$ cat src/rdt_receiver_checksum_seq_unit_assert.svh
// assertion macros of the rdt receiver checksum rtl
// no dependencies; included by rdtcs_core, the file that carries assertions
`ifndef RDT_RECEIVER_CHECKSUM_SEQ_UNIT_ASSERT_SVH
`define RDT_RECEIVER_CHECKSUM_SEQ_UNIT_ASSERT_SVH

// same-cycle implication, disabled during reset
`define RDTCS_ASSERT_NOW(label, clk, rst, ante, cons, msg) \
  label: assert property (@(posedge clk) disable iff (rst) (ante) |-> (cons)) \
    else $error(msg);

// next-cycle implication, disabled during reset
`define RDTCS_ASSERT_NEXT(label, clk, rst, ante, cons, msg) \
  label: assert property (@(posedge clk) disable iff (rst) (ante) |=> (cons)) \
    else $error(msg);

`endif

$ cat src/rdtcs_pkg.sv
// types and constants of the rdt receiver checksum block
// no dependencies; used by every rtl module of the block
package rdtcs_pkg;

  localparam int MAX_WORDS    = 16384;
  localparam int HEADER_WORDS = 8;

  localparam int DATA_W    = 16;
  localparam int IDX_W     = 15;
  localparam int PAYLOAD_W = 17;
  localparam int OUT_TDATA_W = 56;

  localparam logic [1:0] VERDICT_ACK = 2'd0;
  localparam logic [1:0] VERDICT_DUP = 2'd1;
  localparam logic [1:0] VERDICT_NAK = 2'd2;

  // word positions of the captured header fields
  localparam logic [IDX_W-1:0] IDX_LENGTH = IDX_W'(2);
  localparam logic [IDX_W-1:0] IDX_SEQ    = IDX_W'(4);
  localparam logic [IDX_W-1:0] IDX_NAME   = IDX_W'(6);
  localparam logic [IDX_W-1:0] IDX_FLAGS  = IDX_W'(7);
  localparam logic [IDX_W-1:0] IDX_SAT    = {IDX_W{1'b1}};

  localparam logic [DATA_W:0]   MAX_WORDS_C    = (DATA_W+1)'(MAX_WORDS);
  localparam logic [DATA_W:0]   HDR_WORDS_C    = (DATA_W+1)'(HEADER_WORDS);
  localparam logic [DATA_W-1:0] HDR_BYTES_C    = DATA_W'(2 * HEADER_WORDS);
  localparam logic [DATA_W-1:0] SUM_GOOD       = 16'hffff;
  localparam logic signed [PAYLOAD_W:0] PAYLOAD_MIN = -18'sd65535;

  typedef struct packed {
    logic [DATA_W-1:0] data_word;
    logic              last_word;
  } word_t;

  typedef struct packed {
    logic signed [PAYLOAD_W-1:0] payload_bytes;
    logic [DATA_W-1:0]           name_bytes;
    logic                        file_end;
    logic                        file_flag;
    logic [DATA_W-1:0]           seq_seen;
    logic [1:0]                  verdict;
  } result_t;

endpackage

$ cat src/rdtcs_in_stage.sv
// input register of the rdt receiver checksum block
// depends on rdtcs_pkg
module rdtcs_in_stage (
  input  logic           clk,
  input  logic           rst,
  input  logic           s_valid,
  output logic           s_ready,
  input  rdtcs_pkg::word_t s_word,
  input  logic           advance,
  output logic           word_valid,
  output rdtcs_pkg::word_t word
);
  import rdtcs_pkg::*;

  logic accept;

  assign s_ready = !word_valid || advance;
  assign accept  = s_valid && s_ready;

  always_ff @(posedge clk) begin
    if (rst) begin
      word_valid <= 1'b0;
    end else if (accept) begin
      word_valid <= 1'b1;
    end else if (advance) begin
      word_valid <= 1'b0;
    end
  end

  always_ff @(posedge clk) begin
    if (accept) begin
      word <= s_word;
    end
  end

endmodule

$ cat src/rdtcs_core.sv
// checksum, header capture and sequence tracking of the rdt receiver
// depends on rdtcs_pkg and the assertion macro header
`include "rdt_receiver_checksum_seq_unit_assert.svh"

module rdtcs_core (
  input  logic              clk,
  input  logic              rst,
  input  logic              take,
  input  rdtcs_pkg::word_t  word,
  output logic              res_valid,
  output rdtcs_pkg::result_t res
);
  import rdtcs_pkg::*;

  logic [DATA_W-1:0] expected_seq;
  logic [DATA_W-1:0] running_sum;
  logic [IDX_W-1:0]  word_index;
  logic [DATA_W-1:0] length_field;
  logic [DATA_W-1:0] seq_field;
  logic [DATA_W-1:0] name_length_field;
  logic [1:0]        flag_bits;

  logic [DATA_W-1:0] expected_seq_next;
  logic [DATA_W-1:0] running_sum_next;
  logic [IDX_W-1:0]  word_index_next;
  logic [DATA_W-1:0] length_field_next;
  logic [DATA_W-1:0] seq_field_next;
  logic [DATA_W-1:0] name_length_field_next;
  logic [1:0]        flag_bits_next;

  logic              first;
  logic              in_range;
  logic              add_en;
  logic [DATA_W:0]   raw_sum;
  logic [DATA_W-1:0] folded_sum;
  logic [DATA_W:0]   count;
  logic              corrupt;
  logic signed [PAYLOAD_W:0] payload_full;

  always_comb begin
    first    = (word_index == '0);
    in_range = {2'b00, word_index} < MAX_WORDS_C;

    // a new datagram starts from cleared fields
    length_field_next      = first ? '0 : length_field;
    seq_field_next         = first ? '0 : seq_field;
    name_length_field_next = first ? '0 : name_length_field;
    flag_bits_next         = first ? '0 : flag_bits;
    running_sum_next       = first ? '0 : running_sum;

    if (in_range) begin
      if (word_index == IDX_LENGTH) length_field_next      = word.data_word;
      if (word_index == IDX_SEQ)    seq_field_next         = word.data_word;
      if (word_index == IDX_NAME)   name_length_field_next = word.data_word;
      if (word_index == IDX_FLAGS)  flag_bits_next         = word.data_word[1:0];
    end

    add_en = in_range && ((word_index <= IDX_LENGTH)
                          || (word_index < length_field_next[DATA_W-1:1]));

    // ones' complement add with end-around carry
    raw_sum    = {1'b0, running_sum_next} + {1'b0, word.data_word};
    folded_sum = raw_sum[DATA_W] ? (raw_sum[DATA_W-1:0] + DATA_W'(1)) : raw_sum[DATA_W-1:0];
    if (add_en) begin
      running_sum_next = folded_sum;
    end

    count = {2'b00, word_index} + (DATA_W+1)'(1);
    if (count > MAX_WORDS_C) begin
      count = MAX_WORDS_C;
    end

    corrupt = (count < HDR_WORDS_C)
           || (length_field_next < HDR_BYTES_C)
           || (count < {2'b00, length_field_next[DATA_W-1:1]})
           || (running_sum_next != SUM_GOOD);

    payload_full = $signed({2'b00, length_field_next})
                 - $signed({2'b00, HDR_BYTES_C})
                 - $signed({2'b00, name_length_field_next});
    if (payload_full < PAYLOAD_MIN) begin
      payload_full = PAYLOAD_MIN;
    end

    expected_seq_next = expected_seq;
    if (corrupt) begin
      res.verdict = VERDICT_NAK;
    end else if (seq_field_next == expected_seq) begin
      res.verdict = VERDICT_ACK;
      if (word.last_word) begin
        // end of file with the file flag set restarts the sequence
        expected_seq_next = (flag_bits_next == 2'b11) ? '0 : expected_seq + DATA_W'(1);
      end
    end else begin
      res.verdict = VERDICT_DUP;
    end

    res.seq_seen      = seq_field_next;
    res.file_flag     = flag_bits_next[0];
    res.file_end      = flag_bits_next[1];
    res.name_bytes    = name_length_field_next;
    res.payload_bytes = payload_full[PAYLOAD_W-1:0];

    if (word.last_word) begin
      word_index_next = '0;
    end else if (word_index != IDX_SAT) begin
      word_index_next = word_index + IDX_W'(1);
    end else begin
      word_index_next = word_index;
    end
  end

  assign res_valid = take && word.last_word;

  always_ff @(posedge clk) begin
    if (rst) begin
      expected_seq      <= '0;
      running_sum       <= '0;
      word_index        <= '0;
      length_field      <= '0;
      seq_field         <= '0;
      name_length_field <= '0;
      flag_bits         <= '0;
    end else if (take) begin
      expected_seq      <= expected_seq_next;
      running_sum       <= running_sum_next;
      word_index        <= word_index_next;
      length_field      <= length_field_next;
      seq_field         <= seq_field_next;
      name_length_field <= name_length_field_next;
      flag_bits         <= flag_bits_next;
    end
  end

  `RDTCS_ASSERT_NEXT(a_index_restart, clk, rst, take && word.last_word,
    word_index == '0, "word index not cleared after last word")
  `RDTCS_ASSERT_NEXT(a_index_step, clk, rst,
    take && !word.last_word && (word_index != IDX_SAT),
    word_index == $past(word_index) + IDX_W'(1), "word index did not advance")
  `RDTCS_ASSERT_NEXT(a_seq_hold, clk, rst, res_valid && (res.verdict != VERDICT_ACK),
    $stable(expected_seq), "expected sequence moved on nak or duplicate")
  `RDTCS_ASSERT_NOW(a_short_nak, clk, rst, res_valid && (word_index < IDX_FLAGS),
    res.verdict == VERDICT_NAK, "short datagram not flagged corrupt")

endmodule

$ cat src/rdtcs_out_stage.sv
// result register of the rdt receiver checksum block
// depends on rdtcs_pkg
module rdtcs_out_stage (
  input  logic               clk,
  input  logic               rst,
  input  logic               res_valid,
  input  rdtcs_pkg::result_t res,
  output logic               free,
  output logic               m_valid,
  input  logic               m_ready,
  output rdtcs_pkg::result_t m_res
);
  import rdtcs_pkg::*;

  assign free = !m_valid || m_ready;

  always_ff @(posedge clk) begin
    if (rst) begin
      m_valid <= 1'b0;
    end else if (res_valid) begin
      m_valid <= 1'b1;
    end else if (m_ready) begin
      m_valid <= 1'b0;
    end
  end

  always_ff @(posedge clk) begin
    if (res_valid) begin
      m_res <= res;
    end
  end

endmodule

$ cat src/rdt_receiver_checksum_seq_unit.sv
// channel  | signals                         | request
// ---------+---------------------------------+----------------------------------
// slave    | s_tvalid s_tready s_tdata s_tlast | one datagram word, tlast on last
// master   | m_tvalid m_tready m_tdata         | one verdict per datagram
//
// one word per cycle while no last word waits on a held verdict; the single-pass
// checksum add sets the pace; a verdict passes the input and result registers
// after the last word is accepted, later while an earlier verdict waits on m_tready
// input and result registers let non-last words flow while a verdict waits
// rst is synchronous, active high, and clears the sequence and datagram state
// top level of the rdt receiver checksum block; depends on rdtcs_pkg,
// rdtcs_in_stage, rdtcs_core and rdtcs_out_stage
module rdt_receiver_checksum_seq_unit (
  input  logic        clk,
  input  logic        rst,
  input  logic        s_tvalid,
  output logic        s_tready,
  input  logic [15:0] s_tdata,   // data_word
  input  logic        s_tlast,   // last_word
  output logic        m_tvalid,
  input  logic        m_tready,
  output logic [rdtcs_pkg::OUT_TDATA_W-1:0] m_tdata  // verdict, seq_seen, file_flag,
                                 // file_end, name_bytes, payload_bytes, zero fill
);
  import rdtcs_pkg::*;

  word_t   s_word;
  word_t   word;
  logic    word_valid;
  logic    advance;
  logic    free;
  logic    res_valid;
  result_t res;
  result_t m_res;

  assign s_word.data_word = s_tdata;
  assign s_word.last_word = s_tlast;

  // a word that yields no result needs no room downstream
  assign advance = word_valid && (!word.last_word || free);

  rdtcs_in_stage u_in (
    .clk        (clk),
    .rst        (rst),
    .s_valid    (s_tvalid),
    .s_ready    (s_tready),
    .s_word     (s_word),
    .advance    (advance),
    .word_valid (word_valid),
    .word       (word)
  );

  rdtcs_core u_core (
    .clk       (clk),
    .rst       (rst),
    .take      (advance),
    .word      (word),
    .res_valid (res_valid),
    .res       (res)
  );

  rdtcs_out_stage u_out (
    .clk       (clk),
    .rst       (rst),
    .res_valid (res_valid),
    .res       (res),
    .free      (free),
    .m_valid   (m_tvalid),
    .m_ready   (m_tready),
    .m_res     (m_res)
  );

  assign m_tdata = {3'b000, m_res.payload_bytes, m_res.name_bytes, m_res.file_end,
                    m_res.file_flag, m_res.seq_seen, m_res.verdict};

endmodule
$ cat config.mk
export PLATFORM = sky130hd
export DESIGN_NAME = rdt_receiver_checksum_seq_unit
export DESIGN_NICKNAME = d
export VERILOG_FILES = /design/src/rdtcs_pkg.sv /design/src/rdtcs_in_stage.sv /design/src/rdtcs_core.sv /design/src/rdtcs_out_stage.sv /design/src/rdt_receiver_checksum_seq_unit.sv
export VERILOG_INCLUDE_DIRS = /design/src /design/src/src
export SDC_FILE = /design/constraint.sdc
export NUM_CORES = 1
export LEC_CHECK = 0
export ABC_AREA = 1
export BUFFER_PORTS_ARGS = -buffer_cell sky130_fd_sc_hd__buf_4
export CAP_MARGIN = 20
export CORE_MARGIN = 5
export CORE_UTILIZATION = 50
export DETAILED_ROUTE_END_ITERATION = 10
export MAX_ROUTING_LAYER = met4
export PLACE_DENSITY = 0.8
export SYNTH_ARGS = -nofsm -noshare
export SYNTH_HDL_FRONTEND = slang
export SYNTH_SLANG_ARGS = --single-unit
$ cat constraint.sdc
create_clock -name clk -period 9 [get_ports clk]
set_input_delay 0 -clock clk [delete_from_list [all_inputs] [get_ports clk]]
set_output_delay 0 -clock clk [all_outputs]
set_load 0.03 [all_outputs]
==> results.tsv, run 1 <==
stage	metric	value	unit
outcome	outcome	finished clean	
clock_tree	H-Tree Depth	4	
detailed_routing	routed wire length	31.1	mm
synth	Synth Cell Area	11200	um^2
placed_design	Placed Cells	1840	
finish	share of layout cells above drive strength 1	9.60	%
die	Starting Density	51.0	%
die	Die Y	159	um
sta	Peak Freq	171	MHz
sta	setup violators final	0	
clock_tree	Root Driver	clkbuf_16	
clock_tree	Max clock buf depth	2	
worst_hold_path	hold depth	2	
sta	final worst-path cycle share	64.8	%
placed_design	I/O Buffers	75	
sta	clock skew	0.00876	ns
detailed_routing	1st-iter DRT viols	896	
worst_setup_path	r2r worst-path depth	32	
clock_tree	worst skew pair latency	0.44	ns
placed_design	Routability Congestion	0.947	
finish	most frequent cells in the layout	290 x nand2_1, 225 x inv_1, 160 x nor2_1, 125 x a21oi_1	
finish	Layout area overhead	13.1	%
detailed_routing	Wirelength per Cell	16.4	um
clock_tree	CTS tree	built	
global_route	initial antenna violation count	2	
sta	RSZ-0062 raised after global routing	false	
worst_setup_path	largest stage delay on the critical path	0.51	ns
die	num rows	54	
die	Core ar.	21900	um^2
synth	Synth cell types	52	
detailed_routing	via count	10484	
clock_tree	Worst-path clk slew	0.07	ns
run	# Max-Cap Violations	0	
worst_setup_path	slowest CP cell	dfxtp_1	
synth	cell count after synthesis	1535	
finish	diode count	0	
worst_setup_path	most used cell, CP	nand2_1	
sta	Final Slew Violations	0	
die	Die Span X	159	um
global_route	first-pass GRT wire length	50.0	mm
sta	Slew HR	33.7	%
worst_hold_path	Hold WC Path Type	primary input to flip-flop	
clock_tree	post-CTS setup buffers	0	
worst_setup_path	critical-path maximum fanout	56	
sta	Worst Tran Pin Value	0.989	ns
power	Power Dens Cells	152	nW/um^2
synth	sequential area share after synthesis	36.6	%
power	Lkg Pwr	5.77	nW
finish	fin nets	1689	
finish	most common cell after layout, fill and taps aside	nand2_1	
power	peak supply drop	0.114	mV
finish	post-layout util	57.6	%
synth	flops & latches, synth	169	
worst_setup_path	CP startpoint kind	flip-flop	
global_route	total grt overflow	0	
clock_tree	Sink Count	169	
global_route	number of global-route vias before repair	9648	
die	Die ar.	25400	um^2
worst_setup_path	Critical Path RT	9.33	ns
detailed_routing	first drt pass iteration count	5	
global_route	Tot GR Track Use	24.6	%
placed_design	Detail Placement HPWL	23.3	mm
synth	prevailing post-synth register cell	dfxtp_1	
detailed_routing	remaining antenna violation count after routing	0	
sta	fin crit period	5.84	ns
synth	Post-synth EDFFs	70	
finish	Post-Layout Cell Count	1894	
sta	setup tns final	0	ns
sta	Final Hold Fails	0	
detailed_routing	Vias/cell	5.54	
die	Ports	79	
clock_tree	CTS buffer count	17	
power	Power Total	0.00192	W
synth	syn avg cell area	7.27	um^2
worst_setup_path	Crit Path Category	flip-flop to flip-flop	
global_route	pin count of the biggest net entering global routing	93	
worst_setup_path	CP arrival	6.17	ns
synth	synth warn	0	
worst_setup_path	Worst Setup End Kind	flip-flop	
synth	Post-synth ARST share	0	%
detailed_routing	drc violations	0	
-- logic make-up after synthesis --
family	share of synthesized area, %
xor gates and xnor gates	4.79
buffers and inverters	10.4
adders and majority gates	7.65
AOI/OAI and AO/OA	14.1
other	0.0336
and+or+nand+nor	26.4
DFF	36.6
-- power breakdown --
group | switching, W | total, W | internal (W) | leakage, nW
registers | 0.0000186 | 0.000859 | 0.000841 | 1.50
clock network | 0.000353 | 0.000728 | 0.000375 | 0.272
logic | 0.000221 | 0.000335 | 0.000115 | 4.00
total | 0.000593 | 0.00192 | 0.00133 | 5.77
-- per-layer routing --
layer	routed length, um	global-route usage [%]	share of wire (%)	vias to the layer above
met5	0	-	0	-
met4	849	7.79	2.7	0
met3	2250	4.14	7.2	62
met2	14300	38.8	46	399
met1	13700	32.6	44	4824
li1	-	-	-	5199
-- area by class of cell --
class,instances,area (um^2)
multi-input combinational,1080,5920
sequential,169,4080
clock buffer,19,443
inverter,232,871
tap,280,350
clock inverter,13,128
timing repair buffer,101,823
fill,2001,9270
-- sequential cells by signal, summed over array words and instances (netlist names) --
name,cells
u_core.flag_bits,2
u_core.expected_seq,16
u_core.running_sum,16
u_core.name_length_field,16
u_out.m_valid,1
u_in.word,17
u_core.word_index,15
u_core.seq_field,16
u_in.word_valid,1
u_core.length_field,16
u_out.m_res,53
-- what timing repair did --
item / 4_1_cts / 5_1_grt
endpoints found under the hold margin: 28 / 0
endpoints found under the setup margin: 0 / 0
hold buffers: 21 / 0
resized for setup: 0 / 0
-- Yosys cell counts, drive strengths merged (5+ instances only) --
library cell    n  area share (%)
or2             5            0.28
edfxtp         70              19
nand4          41             2.4
nor4            7            0.39
dfxtp          99              18
clkbuf         33             1.1
a21oi         128             5.8
xnor2           9            0.71
nor3           18            0.90
ha             65             7.3
o211ai         20             1.3
a21boi          6            0.40
nand3b         10            0.67
nand3         104             4.8
o21ai         105             4.7
a21o            5            0.34
inv           229             7.7
nor2          176             6.5
buf            23             1.5
nand2         299              10
xor2           52             4.1
o21bai          5            0.34
-- critical path, delay by kind of cell (launching register included) --
kind	cells	cell delay, ns
flip-flops	1	0.51
AND/OR/NAND/NOR	21	2.79
buffers and inverters	6	1.28
adder cells (fa/ha/maj)	3	0.80
AO/OA/AOI/OAI	2	0.34
-- worst paths after layout --
kind                          start                endpoint  slack [ns]
max reg2reg    u_core.word_index[1]  u_core.expected_seq[6]        3.16
min                     s_tdata[14]           u_in.word[15]        0.27
max            u_core.word_index[1]  u_core.expected_seq[6]        3.16
min reg2reg  u_core.expected_seq[8]  u_core.expected_seq[8]        0.49
-- metrics by stage --
| step | instance area [um^2] | hold slack (ns) | setup WS [ns] |
|---|---|---|---|
| floorplan | 11200 | 0.0989 | 4.16 |
| global placement | 11800 | 0.179 | 3.33 |
| detailed placement | 11800 | 0.179 | 3.24 |
| CTS | 12600 | 0.266 | 3.21 |
| global route | 12600 | 0.265 | 2.56 |
| finish | 12600 | 0.270 | 3.16 |
Note: power is estimated with default switching activity, not from simulation.
==> inputs of run 2 (changes only) <==
Settings changed: PLACE_DENSITY 0.8 to 0.83.
Clock period 9 ns to 5 ns, I/O delays scaled along.
==> results.tsv, run 2 (same netlist as run 1, synthesis figures left out) <==
stage	metric	value	unit	change
worst_setup_path	r2r worst-path depth	25		was 32
placed_design	I/O Buffers	75		unchanged
finish	diode count	0		unchanged
global_route	pin count of the biggest net entering global routing	93		unchanged
global_route	total grt overflow	0		unchanged
worst_hold_path	hold depth	4		was 2
die	num rows	54		unchanged
sta	setup violators final	0		unchanged
die	Die Y	159	um	unchanged
worst_setup_path	Critical Path RT	5.19	ns	was 9.33 ns
worst_setup_path	Worst Setup End Kind	flip-flop		unchanged
detailed_routing	drc violations	0		unchanged
detailed_routing	routed wire length	30.9	mm	was 31.1 mm
power	Power Dens Cells	267	nW/um^2	was 152 nW/um^2
worst_hold_path	Hold WC Path Type	primary input to flip-flop		unchanged
detailed_routing	remaining antenna violation count after routing	0		unchanged
sta	Peak Freq	213	MHz	was 171 MHz
detailed_routing	1st-iter DRT viols	1061		was 896
finish	Biggest register	u_out.m_res		unchanged
global_route	Tot GR Track Use	24.3	%	was 24.6%
finish	Final Instance Area	13000	um^2	was 12,600 um^2
finish	share of layout cells above drive strength 1	12.6	%	was 9.60%
worst_setup_path	Crit Path Category	flip-flop to flip-flop		unchanged
sta	clock skew	0.0116	ns	was 0.00876 ns
outcome	outcome	finished clean		unchanged
sta	Slew HR	42.9	%	was 33.7%
placed_design	Detail Placement HPWL	22.9	mm	was 23.3 mm
sta	fin crit period	4.69	ns	was 5.84 ns
clock_tree	H-Tree Depth	4		unchanged
worst_setup_path	critical-path maximum fanout	7		was 56
global_route	number of global-route vias before repair	9841		was 9,648
detailed_routing	via count	10704		was 10,484
global_route	initial antenna violation count	0		was 2
sta	Min Hold Slack	0.0163	ns	was 0.270 ns
worst_setup_path	CP startpoint kind	flip-flop		unchanged
finish	multi-input logic area	6000	um^2	was 5920 um^2
placed_design	Placement Cell Area	12000	um^2	was 11,800 um^2
die	Ports	79		unchanged
finish	most common cell after layout, fill and taps aside	nand2_1		unchanged
placed_design	Routability Congestion	0.947		about the same
global_route	first-pass GRT wire length	49.7	mm	was 50.0 mm
die	Die Span X	159	um	unchanged
detailed_routing	first drt pass iteration count	7		was 5
finish	biggest regs	u_out.m_res (53), u_in.word (17)		unchanged
finish	most frequent cells in the layout	286 x nand2_1, 222 x inv_1, 155 x nor2_1, 125 x a21oi_1, 111 x buf_4		was 290 x nand2_1, 225 x inv_1, 160 x nor2_1, 125 x a21oi_1
die	Starting Density	51.0	%	unchanged
clock_tree	worst skew pair latency	0.44	ns	about the same
placed_design	Placed Cells	1869		was 1,840
clock_tree	Sink Count	169		unchanged
clock_tree	Worst-path clk slew	0.07	ns	about the same
finish	Post-Layout Cell Count	1927		was 1,894
sta	Final Slew Violations	0		unchanged
finish	Layout area overhead	16.4	%	was 13.1%
finish	FF+latch area	4090	um^2	was 4080 um^2
power	Power Total	0.00346	W	was 0.00192 W
detailed_routing	Wirelength per Cell	16.0	um	was 16.4 um
power	Lkg Pwr	5.93	nW	was 5.77 nW
power	peak supply drop	0.181	mV	was 0.114 mV
sta	Worst Tran Pin Value	0.855	ns	was 0.989 ns
finish	fin nets	1722		was 1,689
sta	Final Hold Fails	0		unchanged
clock_tree	CTS buffer count	17		unchanged
worst_setup_path	CP arrival	4.88	ns	was 6.17 ns
finish	Filler cells	1943		was 2,001
sta	final worst-path cycle share	93.8	%	was 64.8%
die	Die ar.	25400	um^2	unchanged
detailed_routing	Vias/cell	5.55		was 5.54
clock_tree	Max clock buf depth	2		unchanged
clock_tree	CTS tree	built		unchanged
die	Core ar.	21900	um^2	unchanged
clock_tree	Root Driver	clkbuf_16		unchanged
finish	max reg flops	53		unchanged
run	# Max-Cap Violations	0		unchanged
==> run 2: cell types whose count changed in the layout (fill, tap and decap cells not counted), moves of 3 or more <==
| cell | before | now |
|---|---|---|
| o21ai_0 | 102 | 93 |
| clkinv_8 | 1 | 4 |
| o21ai_1 | 2 | 11 |
| inv_1 | 225 | 222 |
| nand2_1 | 290 | 286 |
| nor2_1 | 160 | 155 |
| buf_4 | 79 | 111 |
| nor2_4 | 4 | 7 |
==> run 2: final timing paths <==
path	slack, ns	startpoint	to
setup / recovery	0.31	u_core.word_index[3]	u_out.m_res[0]
hold / removal	0.02	m_tready	u_out.m_valid
setup reg to reg	0.31	u_core.word_index[3]	u_out.m_res[0]
hold reg to reg	0.50	u_core.expected_seq[4]	u_core.expected_seq[4]
==> run 2: final cells by class <==
cell class,count,area share (%)
Multi-Input combinational cell,1080,46.2
Sequential cell,169,31.5
Clock buffer,17,3.28
Timing Repair Buffer,134,8.36
Inverter,232,6.76
Clock inverter,15,1.22
Tap cell,280,2.70
==> run 2: timing repair <==
item                                    CTS  global route
endpoints found under the setup margin    8            35
setup buffers                             0             5
resized for setup                         1            34
endpoints found under the hold margin    22             0
pin swaps                                 0             5
hold buffers                             20             0
==> run 2: power breakdown <==
group          internal, W  leakage, nW  switching, W
logic             0.000217         4.16      0.000408
registers          0.00151         1.50     0.0000323
clock network     0.000664        0.275      0.000630
==> run 2: stage by stage <==
stage	setup slack (ns)	utilization (%)	TNS (ns)
floorplan	0.156	-	0
global placement	-0.0635	55.0	-0.457
detailed placement	-0.0657	55.0	-0.379
CTS	0.00198	58.6	0
global route	-0.0666	59.3	-0.353
finish	0.311	59.3	0
==> run 2: layer usage <==
layer | part of all wire (%) | GRT usage [%] | wire [um]
met5 | 0 | - | 0
met3 | 7.4 | 4.32 | 2270
met1 | 43 | 31.6 | 13400
met2 | 46 | 38.5 | 14300
met4 | 3.1 | 7.91 | 960
==> run 2: worst max-delay path, cell delays in order (launching register included) <==
cell and delay, ns:
dfxtp_1 0.51, nand2_1 0.11, inv_1 0.13, nand4_1 0.22, nor2_1 0.31, xor2_1 0.34, nand2_1 0.10, nor3_1 0.18
nand3_1 0.11, nand2_2 0.13, clkinvlp_4 0.17, nor3_1 0.18, ha_1 0.27, a21oi_1 0.20, nor2_1 0.06, a211oi_1 0.19
o221ai_1 0.17, a221oi_2 0.32, nand2_2 0.14, nand3_1 0.13, nor2_1 0.05, nand3_1 0.10, nor2_4 0.07, buf_12 0.13
inv_1 0.06, nor2_1 0.04
